### src/sv/nfs_pkg.sv
// ----------------------------------------------------------------------------
// nfs_pkg
// Shared widths, types and helpers for the 2-3-5 smooth number search.
// ----------------------------------------------------------------------------
package nfs_pkg;

  localparam int VALUE_BITS = 31;
  localparam int IDX_W      = 11;
  localparam int OUT_W      = 31;
  localparam int CNT_W      = IDX_W + 1;
  localparam int BL_W       = $clog2(VALUE_BITS + 1);
  localparam int SRCH_W     = VALUE_BITS + 1;
  localparam int PROD_W     = VALUE_BITS + 3;

  typedef logic [VALUE_BITS-1:0] val_t;
  typedef logic [IDX_W-1:0]      idx_t;
  typedef logic [OUT_W-1:0]      out_t;
  typedef logic [CNT_W-1:0]      cnt_t;
  typedef logic [BL_W-1:0]       bl_t;
  typedef logic [SRCH_W-1:0]     srch_t;
  typedef logic [PROD_W-1:0]     prod_t;

  typedef enum logic [1:0] {
    SRCH_IDLE,
    SRCH_ROUND,
    SRCH_WAIT
  } srch_state_e;

  typedef enum logic [1:0] {
    CNT_IDLE,
    CNT_PAIR,
    CNT_NEXT5
  } cnt_state_e;

  typedef struct packed {
    logic start;
  } cnt_ctl_t;

  typedef struct packed {
    logic done;
    logic reached;
  } cnt_sts_t;

  // bit length: index of the highest set bit plus one
  function automatic bl_t bit_len(val_t v);
    bl_t bl;
    bl = '0;
    for (int i = 0; i < VALUE_BITS; i++) begin
      if (v[i]) begin
        bl = bl_t'(i + 1);
      end
    end
    return bl;
  endfunction

endpackage

### src/sv/nth_five_smooth_number_top.sv
// ----------------------------------------------------------------------------
// nth_five_smooth_number_top
// Finds the n-th number whose only prime factors are 2, 3 and 5.
// ----------------------------------------------------------------------------
// Usage:
//   Drive nth_index_i and raise start while busy is low; the beat is taken
//   at that edge and busy rises on the next cycle. An index of zero gives 1.
//   The block binary-searches 1 .. 2^31-1 (31 rounds). Each round counts
//   smooth numbers at or below the midpoint, one 5^a*3^b product per cycle
//   except while stepping to the next power of 5 or in round control; the
//   count stops early once it reaches the index. Search time depends on the
//   index, set by the product walk of the counting unit.
//   The result beat is shown for exactly one cycle with done_o high:
//   smooth_value_o and found_o. If fewer than n smooth numbers lie in the
//   range, found_o is 0 and smooth_value_o is 0. The receiver cannot stall;
//   busy is already low in the done_o cycle, so a new start may be taken
//   there. Reset returns both sequencers to idle and drops done_o.
// ----------------------------------------------------------------------------
module nth_five_smooth_number_top (
  input  logic                   clk_i,
  input  logic                   rst_ni,
  input  logic                   start,
  output logic                   busy,
  input  logic [10:0]            nth_index_i,
  output logic                   done_o,
  output logic [30:0]            smooth_value_o,
  output logic                   found_o
);

  nfs_pkg::srch_state_e state_q, state_d;
  nfs_pkg::srch_t       lo_q, lo_d;
  nfs_pkg::srch_t       hi_q, hi_d;
  nfs_pkg::val_t        mid_q, mid_d;
  nfs_pkg::val_t        ans_q, ans_d;
  logic                 hit_q, hit_d;
  nfs_pkg::idx_t        n_q, n_d;
  logic                 done_q, done_d;
  nfs_pkg::out_t        value_q, value_d;
  logic                 found_q, found_d;

  nfs_pkg::cnt_ctl_t    cnt_ctl;
  nfs_pkg::cnt_sts_t    cnt_sts;
  nfs_pkg::srch_t       mid_calc;

  assign mid_calc = lo_q + ((hi_q - lo_q) >> 1);

  nfs_count u_count (
    .clk_i   (clk_i),
    .rst_ni  (rst_ni),
    .ctl_i   (cnt_ctl),
    .value_i (mid_d),
    .nth_i   (n_q),
    .sts_o   (cnt_sts)
  );

  always_comb begin
    state_d       = state_q;
    lo_d          = lo_q;
    hi_d          = hi_q;
    mid_d         = mid_q;
    ans_d         = ans_q;
    hit_d         = hit_q;
    n_d           = n_q;
    done_d        = 1'b0;
    value_d       = value_q;
    found_d       = found_q;
    cnt_ctl.start = 1'b0;
    case (state_q)
      nfs_pkg::SRCH_IDLE: begin
        if (start) begin
          lo_d    = nfs_pkg::srch_t'(1);
          hi_d    = nfs_pkg::srch_t'({nfs_pkg::VALUE_BITS{1'b1}});
          ans_d   = '0;
          hit_d   = 1'b0;
          n_d     = nth_index_i;
          state_d = nfs_pkg::SRCH_ROUND;
        end
      end
      nfs_pkg::SRCH_ROUND: begin
        if (lo_q <= hi_q) begin
          mid_d         = nfs_pkg::val_t'(mid_calc);
          cnt_ctl.start = 1'b1;
          state_d       = nfs_pkg::SRCH_WAIT;
        end else begin
          done_d  = 1'b1;
          value_d = hit_q ? nfs_pkg::out_t'(ans_q) : '0;
          found_d = hit_q;
          state_d = nfs_pkg::SRCH_IDLE;
        end
      end
      nfs_pkg::SRCH_WAIT: begin
        if (cnt_sts.done) begin
          if (cnt_sts.reached) begin
            ans_d = mid_q;
            hit_d = 1'b1;
            hi_d  = nfs_pkg::srch_t'(mid_q) - nfs_pkg::srch_t'(1);
          end else begin
            lo_d = nfs_pkg::srch_t'(mid_q) + nfs_pkg::srch_t'(1);
          end
          state_d = nfs_pkg::SRCH_ROUND;
        end
      end
      default: begin
        state_d = nfs_pkg::SRCH_IDLE;
      end
    endcase
  end

  always_ff @(posedge clk_i or negedge rst_ni) begin
    if (!rst_ni) begin
      state_q <= nfs_pkg::SRCH_IDLE;
      done_q  <= 1'b0;
    end else begin
      state_q <= state_d;
      done_q  <= done_d;
    end
  end

  always_ff @(posedge clk_i) begin
    lo_q    <= lo_d;
    hi_q    <= hi_d;
    mid_q   <= mid_d;
    ans_q   <= ans_d;
    hit_q   <= hit_d;
    n_q     <= n_d;
    value_q <= value_d;
    found_q <= found_d;
  end

  assign busy           = (state_q != nfs_pkg::SRCH_IDLE);
  assign done_o         = done_q;
  assign smooth_value_o = value_q;
  assign found_o        = found_q;

  a_done_when_idle: assert property (@(posedge clk_i) disable iff (!rst_ni)
    done_o |-> !busy)
    else $error("result beat while search active");

  a_miss_is_zero: assert property (@(posedge clk_i) disable iff (!rst_ni)
    done_o && !found_o |-> smooth_value_o == '0)
    else $error("miss carries nonzero value");

  a_wait_bounds: assert property (@(posedge clk_i) disable iff (!rst_ni)
    state_q == nfs_pkg::SRCH_WAIT |-> lo_q <= hi_q && mid_q != '0)
    else $error("round started on empty interval");

  a_accept_busy: assert property (@(posedge clk_i) disable iff (!rst_ni)
    start && !busy |=> busy && !done_o)
    else $error("accepted beat did not start a search");

endmodule

### src/sv/nfs_count.sv
// ----------------------------------------------------------------------------
// nfs_count
// Counts smooth numbers at or below a value, one (5^a * 3^b) product per
// cycle except on steps to a new power of 5; stops early at the wanted index.
// ----------------------------------------------------------------------------
module nfs_count (
  input  logic              clk_i,
  input  logic              rst_ni,
  input  nfs_pkg::cnt_ctl_t ctl_i,
  input  nfs_pkg::val_t     value_i,
  input  nfs_pkg::idx_t     nth_i,
  output nfs_pkg::cnt_sts_t sts_o
);

  nfs_pkg::cnt_state_e state_q, state_d;
  nfs_pkg::val_t       v_q, v_d;
  nfs_pkg::val_t       p_q, p_d;
  nfs_pkg::val_t       p5_q, p5_d;
  nfs_pkg::bl_t        blv_q, blv_d;
  nfs_pkg::cnt_t       total_q, total_d;
  nfs_pkg::idx_t       n_q, n_d;

  nfs_pkg::bl_t        shift_amt;
  nfs_pkg::val_t       shifted;
  nfs_pkg::bl_t        contrib;
  nfs_pkg::cnt_t       total_sum;
  nfs_pkg::prod_t      triple;
  nfs_pkg::prod_t      quint;
  nfs_pkg::prod_t      v_ext;

  // powers of two that fit: v >= p << k for k = 0 .. contrib-1
  assign shift_amt = blv_q - nfs_pkg::bit_len(p_q);
  assign shifted   = p_q << shift_amt;
  assign contrib   = shift_amt + nfs_pkg::bl_t'(shifted <= v_q);
  assign total_sum = total_q + nfs_pkg::cnt_t'(contrib);
  assign v_ext     = nfs_pkg::prod_t'(v_q);
  assign triple    = nfs_pkg::prod_t'(p_q) + (nfs_pkg::prod_t'(p_q) << 1);
  assign quint     = nfs_pkg::prod_t'(p5_q) + (nfs_pkg::prod_t'(p5_q) << 2);

  always_comb begin
    state_d       = state_q;
    v_d           = v_q;
    p_d           = p_q;
    p5_d          = p5_q;
    blv_d         = blv_q;
    total_d       = total_q;
    n_d           = n_q;
    sts_o.done    = 1'b0;
    sts_o.reached = 1'b0;
    case (state_q)
      nfs_pkg::CNT_IDLE: begin
        if (ctl_i.start) begin
          v_d     = value_i;
          blv_d   = nfs_pkg::bit_len(value_i);
          p_d     = nfs_pkg::val_t'(1);
          p5_d    = nfs_pkg::val_t'(1);
          total_d = '0;
          n_d     = nth_i;
          state_d = nfs_pkg::CNT_PAIR;
        end
      end
      nfs_pkg::CNT_PAIR: begin
        total_d = total_sum;
        if (total_sum >= nfs_pkg::cnt_t'(n_q)) begin
          sts_o.done    = 1'b1;
          sts_o.reached = 1'b1;
          state_d       = nfs_pkg::CNT_IDLE;
        end else if (triple <= v_ext) begin
          p_d = nfs_pkg::val_t'(triple);
        end else begin
          state_d = nfs_pkg::CNT_NEXT5;
        end
      end
      nfs_pkg::CNT_NEXT5: begin
        if (quint <= v_ext) begin
          p5_d    = nfs_pkg::val_t'(quint);
          p_d     = nfs_pkg::val_t'(quint);
          state_d = nfs_pkg::CNT_PAIR;
        end else begin
          sts_o.done = 1'b1;
          state_d    = nfs_pkg::CNT_IDLE;
        end
      end
      default: begin
        state_d = nfs_pkg::CNT_IDLE;
      end
    endcase
  end

  always_ff @(posedge clk_i or negedge rst_ni) begin
    if (!rst_ni) begin
      state_q <= nfs_pkg::CNT_IDLE;
    end else begin
      state_q <= state_d;
    end
  end

  always_ff @(posedge clk_i) begin
    v_q     <= v_d;
    p_q     <= p_d;
    p5_q    <= p5_d;
    blv_q   <= blv_d;
    total_q <= total_d;
    n_q     <= n_d;
  end

  a_start_when_idle: assert property (@(posedge clk_i) disable iff (!rst_ni)
    ctl_i.start |-> state_q == nfs_pkg::CNT_IDLE)
    else $error("count start while busy");

  a_product_in_range: assert property (@(posedge clk_i) disable iff (!rst_ni)
    state_q == nfs_pkg::CNT_PAIR |-> p_q <= v_q && p_q != '0)
    else $error("product outside range");

  a_total_below: assert property (@(posedge clk_i) disable iff (!rst_ni)
    state_q == nfs_pkg::CNT_NEXT5 |-> total_q < nfs_pkg::cnt_t'(n_q))
    else $error("count passed index without stopping");

  a_done_to_idle: assert property (@(posedge clk_i) disable iff (!rst_ni)
    sts_o.done |=> state_q == nfs_pkg::CNT_IDLE)
    else $error("count did not return to idle");

endmodule

### config.mk
export PLATFORM = sky130hd
export DESIGN_NAME = nth_five_smooth_number_top
export DESIGN_NICKNAME = d
export VERILOG_FILES = /design/src/sv/nfs_pkg.sv /design/src/sv/nth_five_smooth_number_top.sv /design/src/sv/nfs_count.sv
export SDC_FILE = /design/constraint.sdc
export NUM_CORES = 1
export LEC_CHECK = 0
export BUFFER_PORTS_ARGS = -buffer_cell sky130_fd_sc_hd__buf_4
export CORE_MARGIN = 2
export CORE_UTILIZATION = 70
export DETAILED_ROUTE_END_ITERATION = 8
export HOLD_SLACK_MARGIN = 0.15
export PLACE_DENSITY = 0.93
export SYNTH_ARGS = -nofsm -noshare
export SYNTH_HDL_FRONTEND = slang
export SYNTH_SLANG_ARGS = --single-unit
### constraint.sdc
create_clock -name clk_i -period 20.2 [get_ports clk_i]
set_input_delay 0 -clock clk_i [delete_from_list [all_inputs] [get_ports clk_i]]
set_output_delay 0 -clock clk_i [all_outputs]
set_load 0.02 [all_outputs]
# Yosys cells after proc, flatten, opt, wreduce, memory -nomap -nowiden
# Cells that the tools add are included.
[totals] reg_bits=296 out_inout_bits=34 word_cells=175
[classes] n_addsub=9 magnitude_cmp=5 n_eq_ne=13 shifts=1 n_mux=104 n_bitwise=1 reduce_logical=21
[op_table] cell="2-to-1 mux 31 bit" n=9
[op_table] cell="2-to-1 mux 32 bit" n=6
[op_table] cell="2-to-1 mux 5 bit" n=29
[op_table] cell="case mux 32 bit (2 select lines)" n=2
[op_table] cell="case mux 31 bit (2 select lines)" n=2
[op_table] cell="case mux 31 bit (3 select lines)" n=1
[op_table] cell="less-or-equal comparator 34 x 31 -> 1 bit" n=2
[op_table] cell="2-to-1 mux 4 bit" n=16
[op_table] cell="adder 31 x 33 -> 34 bit" n=1
[op_table] cell="adder 31 x 32 -> 33 bit" n=1
[op_table] cell="adder 31 x 1 -> 32 bit, second input constant" n=1
[op_table] cell="less-or-equal comparator 32 bit" n=1
[op_table] cell="subtractor 31 x 1 -> 32 bit, second input constant" n=1
[op_table] cell="subtractor 32 bit" n=1
[op_table] cell="adder 31 bit" n=1
[op_table] cell="less-or-equal comparator 31 bit" n=1
[op_table] cell="left shift 31 x 5 -> 31 bit" n=1
[op_table] cell="2-to-1 mux 2 bit" n=12
[op_table] cell="2-to-1 mux 3 bit" n=8
[op_table] cell="case mux 12 bit (2 select lines)" n=1
[op_table] cell="OR reduction 16 bit" n=1
[op_table] cell="2-to-1 mux 1 bit" n=13
[op_table] cell="adder 12 x 5 -> 12 bit" n=1
[op_table] cell="greater-or-equal comparator 12 x 11 -> 1 bit" n=1
[op_table] cell="other kinds (21)" n=41

# Depth between registers and ports, before layout
[logic_depth] depth_word=42 depth_mapped=53 ltp_nobuf=51

# By module
# A second synthesis with hierarchy kept.
[hier_totals] cells_unflattened=2447 area_unflattened_um2=22653.0
[by_module_without_submodules] module="nfs_count" n_inst=1 cells_each=1408 area_per_inst_um2=12276.8
[by_module_without_submodules] module="nth_five_smooth_number_top" n_inst=1 cells_each=1039 area_per_inst_um2=10376.2

# Worst setup path before layout
# Ideal clock, no wire load.
[synth_timing] path_kind="reg-to-reg" start="register u_count.p_q[1]" end="register ans_q[0], enable pin" t_arrival_ns=11.225 required_ns=19.687 slack_ns=8.462 path_stages_with_launch=52 n_path_buf=3 period_less_slack_ns=11.738 path_cell_list="edfxtp_1 -> inv_1 -> ha_1 -> o21bai_1 -> a21oi_1 -> o21ai_0 -> a21oi_1 -> nor2_1 -> nor2_1 -> o21ai_0 -> a21oi_1 -> o21ai_0 -> o2bb2ai_1 -> o31ai_1 -> ha_1 -> fa_1 -> clkbuf_1 -> clkbuf_1 -> [... 16 more ...] -> o21ai_0 -> ha_1 -> ha_1 -> ha_1 -> a21o_1 -> a21oi_1 -> nor2b_1 -> o21ai_0 -> a21boi_0 -> nand2_1 -> xnor2_1 -> ha_1 -> o21a_1 -> o2111ai_1 -> a21oi_1 -> or4_1 -> nand2_1 -> a22oi_1"
[synth_via] elab_chain_len=40 word_cells_on_any_way=42 cone_classes="add/sub (3); order compare (2); eq/ne (2); shift (1); mux (33); reduce/logical (1)"
[synth_lines] element="start: declaration" line_no="nfs_count.sv:17" rtl="nfs_pkg::val_t p_q, p_d;"
[synth_lines] element="start signal: assignment" line_no="nfs_count.sv:100" rtl="p_q <= p_d;"
[synth_lines] element="2-to-1 mux 2 bit" line_no="nfs_pkg.sv:49" rtl="if (v[i]) begin"
[synth_lines] element="2-to-1 mux 5 bit (29 in series)" line_no="nfs_pkg.sv:49"
[synth_lines] element="subtractor 5 bit" line_no="nfs_count.sv:32" rtl="assign shift_amt = blv_q - nfs_pkg::bit_len(p_q);"
[synth_lines] element="left shift 31 x 5 -> 31 bit" line_no="nfs_count.sv:33" rtl="assign shifted = p_q << shift_amt;"
[synth_lines] element="less-or-equal comparator 31 bit" line_no="nfs_count.sv:34" rtl="assign contrib = shift_amt + nfs_pkg::bl_t'(shifted <= v_q);"
[synth_lines] element="adder 5 x 1 -> 5 bit (*)" line_no="nfs_count.sv:34"
[synth_lines] element="adder 12 x 5 -> 12 bit (*)" line_no="nfs_count.sv:35" rtl="assign total_sum = total_q + nfs_pkg::cnt_t'(contrib);"
[synth_lines] element="named net u_count.total_sum[7]" line_no="nfs_count.sv:26" rtl="nfs_pkg::cnt_t total_sum;"
[synth_lines] element="greater-or-equal comparator 12 x 11 -> 1 bit (*)" line_no="nfs_count.sv:64" rtl="if (total_sum >= nfs_pkg::cnt_t'(n_q)) begin"
[synth_lines] element="2-to-1 mux 2 bit (*)" line_no="nfs_count.sv:64"
[synth_lines] element="case mux 1 bit (2 select lines) / 2-to-1 mux 1 bit (equally long branches)" line_no="nfs_count.sv:50" rtl="case (state_q)"
[synth_lines] element="inequality test 2 bit (no line)"
[synth_lines] element="AND reduction 4 bit (no line) (*)"
[synth_lines] element="end signal: assignment" line_no="nth_five_smooth_number_top.sv:123" rtl="ans_q <= ans_d;"
[synth_lines] element="end: declaration" line_no="nth_five_smooth_number_top.sv:34" rtl="nfs_pkg::val_t ans_q, ans_d;"
# The timed path passes the listed nets; every way through them passes the cells marked *.
# A chain may end at the register's enable or synchronous reset.

# Worst setup path after layout
[layout_timing] start="register u_count.p_q[1]" end="register lo_q[1], enable pin"
[layout_via] elab_chain_len=40 word_cells_on_any_way=42 cone_classes="add/sub (3); order compare (2); eq/ne (2); shift (1); mux (33); reduce/logical (1)"
[layout_lines] element="2-to-1 mux 2 bit" line_no="nfs_pkg.sv:49"
[layout_lines] element="2-to-1 mux 5 bit (29 in series)" line_no="nfs_pkg.sv:49"
[layout_lines] element="subtractor 5 bit" line_no="nfs_count.sv:32"
[layout_lines] element="left shift 31 x 5 -> 31 bit" line_no="nfs_count.sv:33"
[layout_lines] element="less-or-equal comparator 31 bit" line_no="nfs_count.sv:34"
[layout_lines] element="adder 5 x 1 -> 5 bit (*)" line_no="nfs_count.sv:34"
[layout_lines] element="adder 12 x 5 -> 12 bit (*)" line_no="nfs_count.sv:35"
[layout_lines] element="named net u_count.total_sum[9]" line_no="nfs_count.sv:26"
[layout_lines] element="greater-or-equal comparator 12 x 11 -> 1 bit (*)" line_no="nfs_count.sv:64"
[layout_lines] element="2-to-1 mux 2 bit (*)" line_no="nfs_count.sv:64"
[layout_lines] element="case mux 1 bit (2 select lines) / 2-to-1 mux 1 bit (equally long branches)" line_no="nfs_count.sv:50"
[layout_lines] element="inequality test 2 bit (no line)"
[layout_lines] element="AND reduction 4 bit (no line) (*)"
[layout_lines] element="end signal: assignment" line_no="nth_five_smooth_number_top.sv:120" rtl="lo_q <= lo_d;"
[layout_lines] element="end: declaration" line_no="nth_five_smooth_number_top.sv:31" rtl="nfs_pkg::srch_t lo_q, lo_d;"
# Marks and branches as above.

==> results.cfg <==
[cells_and_area]
fin_nets = 2739
area_growth_pct = 8.44
layout_commonest_cell = edfxtp_1
antenna_cells = 0
fin_cells = 2939
drive_above_1_share = 0.0657
final_cell_mix = edfxtp_1 (258), ha_1 (247), nand2_1 (215)

[detailed_routing]
drc = 0
antenna_left = 0
post_drt_wl_per_cell_um = 22.0
vias_per_cell = 6.69
vias = 19671
drt_pass1_iterations = 6
wl_mm = 64.6
dr.first_iter.drc_count = 2391

[logic_synthesis]
muxShareOfSynthArea = 0.0308
synth_flop_cell = edfxtp_1
synth_nets = 2719
synth_area_um2 = 22800
avgSynthCellArea_um2 = 9.29
synthCells = 2453
synthArstFlopShare = 0.0170
synthAdderAreaFrac = 0.140
synth_top_area_share = 0.340
synthXorXnorAreaFrac = 0.0634
ys_seq_elements = 294
yosys.area.top_type = edfxtp_1
synth_cell_type_count = 82
ys_seq_area_frac = 0.373
netlist_top_cells_area = edfxtp_1 (34%), ha_1 (14%), a21oi_1 (4.1%)
yosysWarnings = 0
synth_edf_count = 258
synthSimpleGateAreaFrac = 0.182
synth-compound-area-share = 0.170
synth_top_family_by_area = simple AND/OR/NAND/NOR gates

[sta]
setup_slack_ns = 9.06
fin_tns_setup_ns = 0
finalCritPeriodShare = 0.551
report.final.slew_viol_count = 0
rsz0062_at_grt = false
max_slew_margin = 0.332
setup_viol = 0
skew_ns = 0.0298
worst_pin_slew_ns = 0.990
finalHoldViolations = 0
max_freq_ghz = 0.0898
timing.final.crit_period_ns = 11.14

[cts]
cts_num_sinks = 294
cts_buffer_depth = 3
clkLatencyLatePin_ns = 0.59
cts_root_buffer = clkbuf_16
post_cts_buffers = 0
cts_buffers = 31
htreeDepth = 1
clk_pin_slew_worst_paths_ns = 0.07
ctsResizeCount = 0
cts_tree = done

[setup_path]
cp_slowest_cell = fa_2
critPathMostFrequentCell = o21ai_0
crit_path_end_kind = flip-flop
cp.required_ns = 20.43
arrival_ns = 11.37
cp_max_fo = 41
path_class = flip-flop to flip-flop
cp-start-kind = flip-flop
critPathMaxStageDelay_ns = 1.18

[die]
ios = 48
die_x_um = 184
die_y_um = 184
core_um2 = 32300
die_area_um2 = 34000
initial_core_util = 0.706
rows = 66

[status]
outcome = finished clean

[hold_path]
min_path_type = input pin to flip-flop

[place]
place_inst = 2868
io_buffer_count = 47
dp_hpwl_mm = 47.6
pre_cts_ws_ns = 9.13
gp_congestion = 0.977

[grt]
antenna_found_initial = 2
grt.total_usage = 0.379
grt_pass1_vias = 19106
grt_pass1_wl_mm = 101
grt_max_degree = 61
overflow = 0

[job]
maxCapViolCount = 0
-- critical path, delay by kind of cell, from the launching register on --
kind / cells / cell delay (ns)
fa+ha+maj: 8 / 2.91
simple gates: 13 / 2.00
flops: 1 / 0.47
xor+xnor: 2 / 0.30
buf+inv: 3 / 0.87
compound gates: 23 / 4.16
-- worst paths after layout --
path	cells after the start	slack, ns	startpoint	to
min in group asynchronous	3	0.47	rst_ni	state_q[1]$_DFFE_PN0P_
max reg2reg	49	9.06	u_count.p_q[1]$_SDFFCE_PN0P_	lo_q[1]$_SDFFCE_PN0P_
min	2	0.15	nth_index_i[2]	n_q[2]$_DFFE_PP_
min reg2reg	0	0.43	n_q[6]$_DFFE_PP_	u_count.n_q[6]$_DFFE_PP_
max	49	9.06	u_count.p_q[1]$_SDFFCE_PN0P_	lo_q[1]$_SDFFCE_PN0P_
max in group asynchronous	3	19.44	rst_ni	u_count.state_q[0]$_DFFE_PN0P_
-- Yosys cell counts (6+ instances only) --
master / n
a2111oi_0: 6
nor3_1: 43
nand3_1: 65
o21a_1: 29
a31oi_1: 19
o21ai_0: 132
o2111ai_1: 7
nand2_1: 215
and4_1: 6
nor4_1: 15
a211o_1: 6
a21o_1: 81
a211oi_1: 27
dfxtp_1: 31
ha_1: 247
o211ai_1: 17
a21oi_1: 186
clkbuf_1: 85
xor2_1: 62
inv_1: 150
nor2b_1: 62
o21bai_1: 14
and3_1: 23
mux2_2: 10
a21boi_0: 11
nor2_1: 185
a22oi_1: 8
nand2b_1: 22
edfxtp_1: 258
nand4_1: 37
xnor2_1: 103
and2_1: 104
mux2i_1: 34
or3_1: 23
o31ai_1: 12
mux4_2: 11
buf_1: 6
-- repair_timing --
action,CTS,global route
hold endpoints to repair,17,0
endpoints found under the setup margin,0,0
hold buffers,14,0
-- per-layer routing --
| metal | global-route usage | up-vias | share of wire |
|---|---|---|---|
| li1 | - | 8971 | - |
| met1 | 0.482 | 9310 | 0.39 |
| met2 | 0.635 | 1135 | 0.47 |
| met3 | 0.0571 | 251 | 0.087 |
| met4 | 0.182 | 4 | 0.054 |
| met5 | 0 | - | 0.00033 |
-- registers in the layout, indices dropped and copies added, names as in the netlist, 5 cells and up --
register / count
ans_q: 31
hi_q: 32
lo_q: 32
mid_q: 31
n_q: 11
smooth_value_o: 31
u_count.blv_q: 5
u_count.n_q: 11
u_count.p5_q: 29
u_count.p_q: 31
u_count.total_q: 12
u_count.v_q: 31
-- logic make-up (layout without fill, tap and decap cells) --
group                      after synthesis  after routing
and+or+nand+nor                        833            833
AOI/OAI and AO/OA                      609            609
DFF                                    294            294
adders and majority gates              252            252
buffers and inverters                  245            289
xor gates and xnor gates               165            165
muxes                                   55             55
-- area by class of cell --
class | instances | area [um^2]
multi-input cells | 1914 | 13400
flip-flops and latches | 294 | 8490
fillers | 2115 | 7580
clock buffers | 40 | 840
repair buffers | 82 | 651
inverters | 150 | 563
well taps | 442 | 553
clock inverters | 17 | 183
-- per-stage QoR --
step | hold slack (ns) | utilization | cell area [um^2]
after floorplan | -0.296 | - | 22800
after global placement | -0.176 | 0.729 | 23500
after detailed placement | -0.171 | 0.729 | 23500
after CTS | 0.153 | 0.765 | 24700
after global routing | 0.163 | 0.765 | 24700
final | 0.151 | 0.765 | 24700
Power is left out: the tool's default activity adds up to more than one toggle a clock period on the data nets, which glitch-free logic cannot reach.
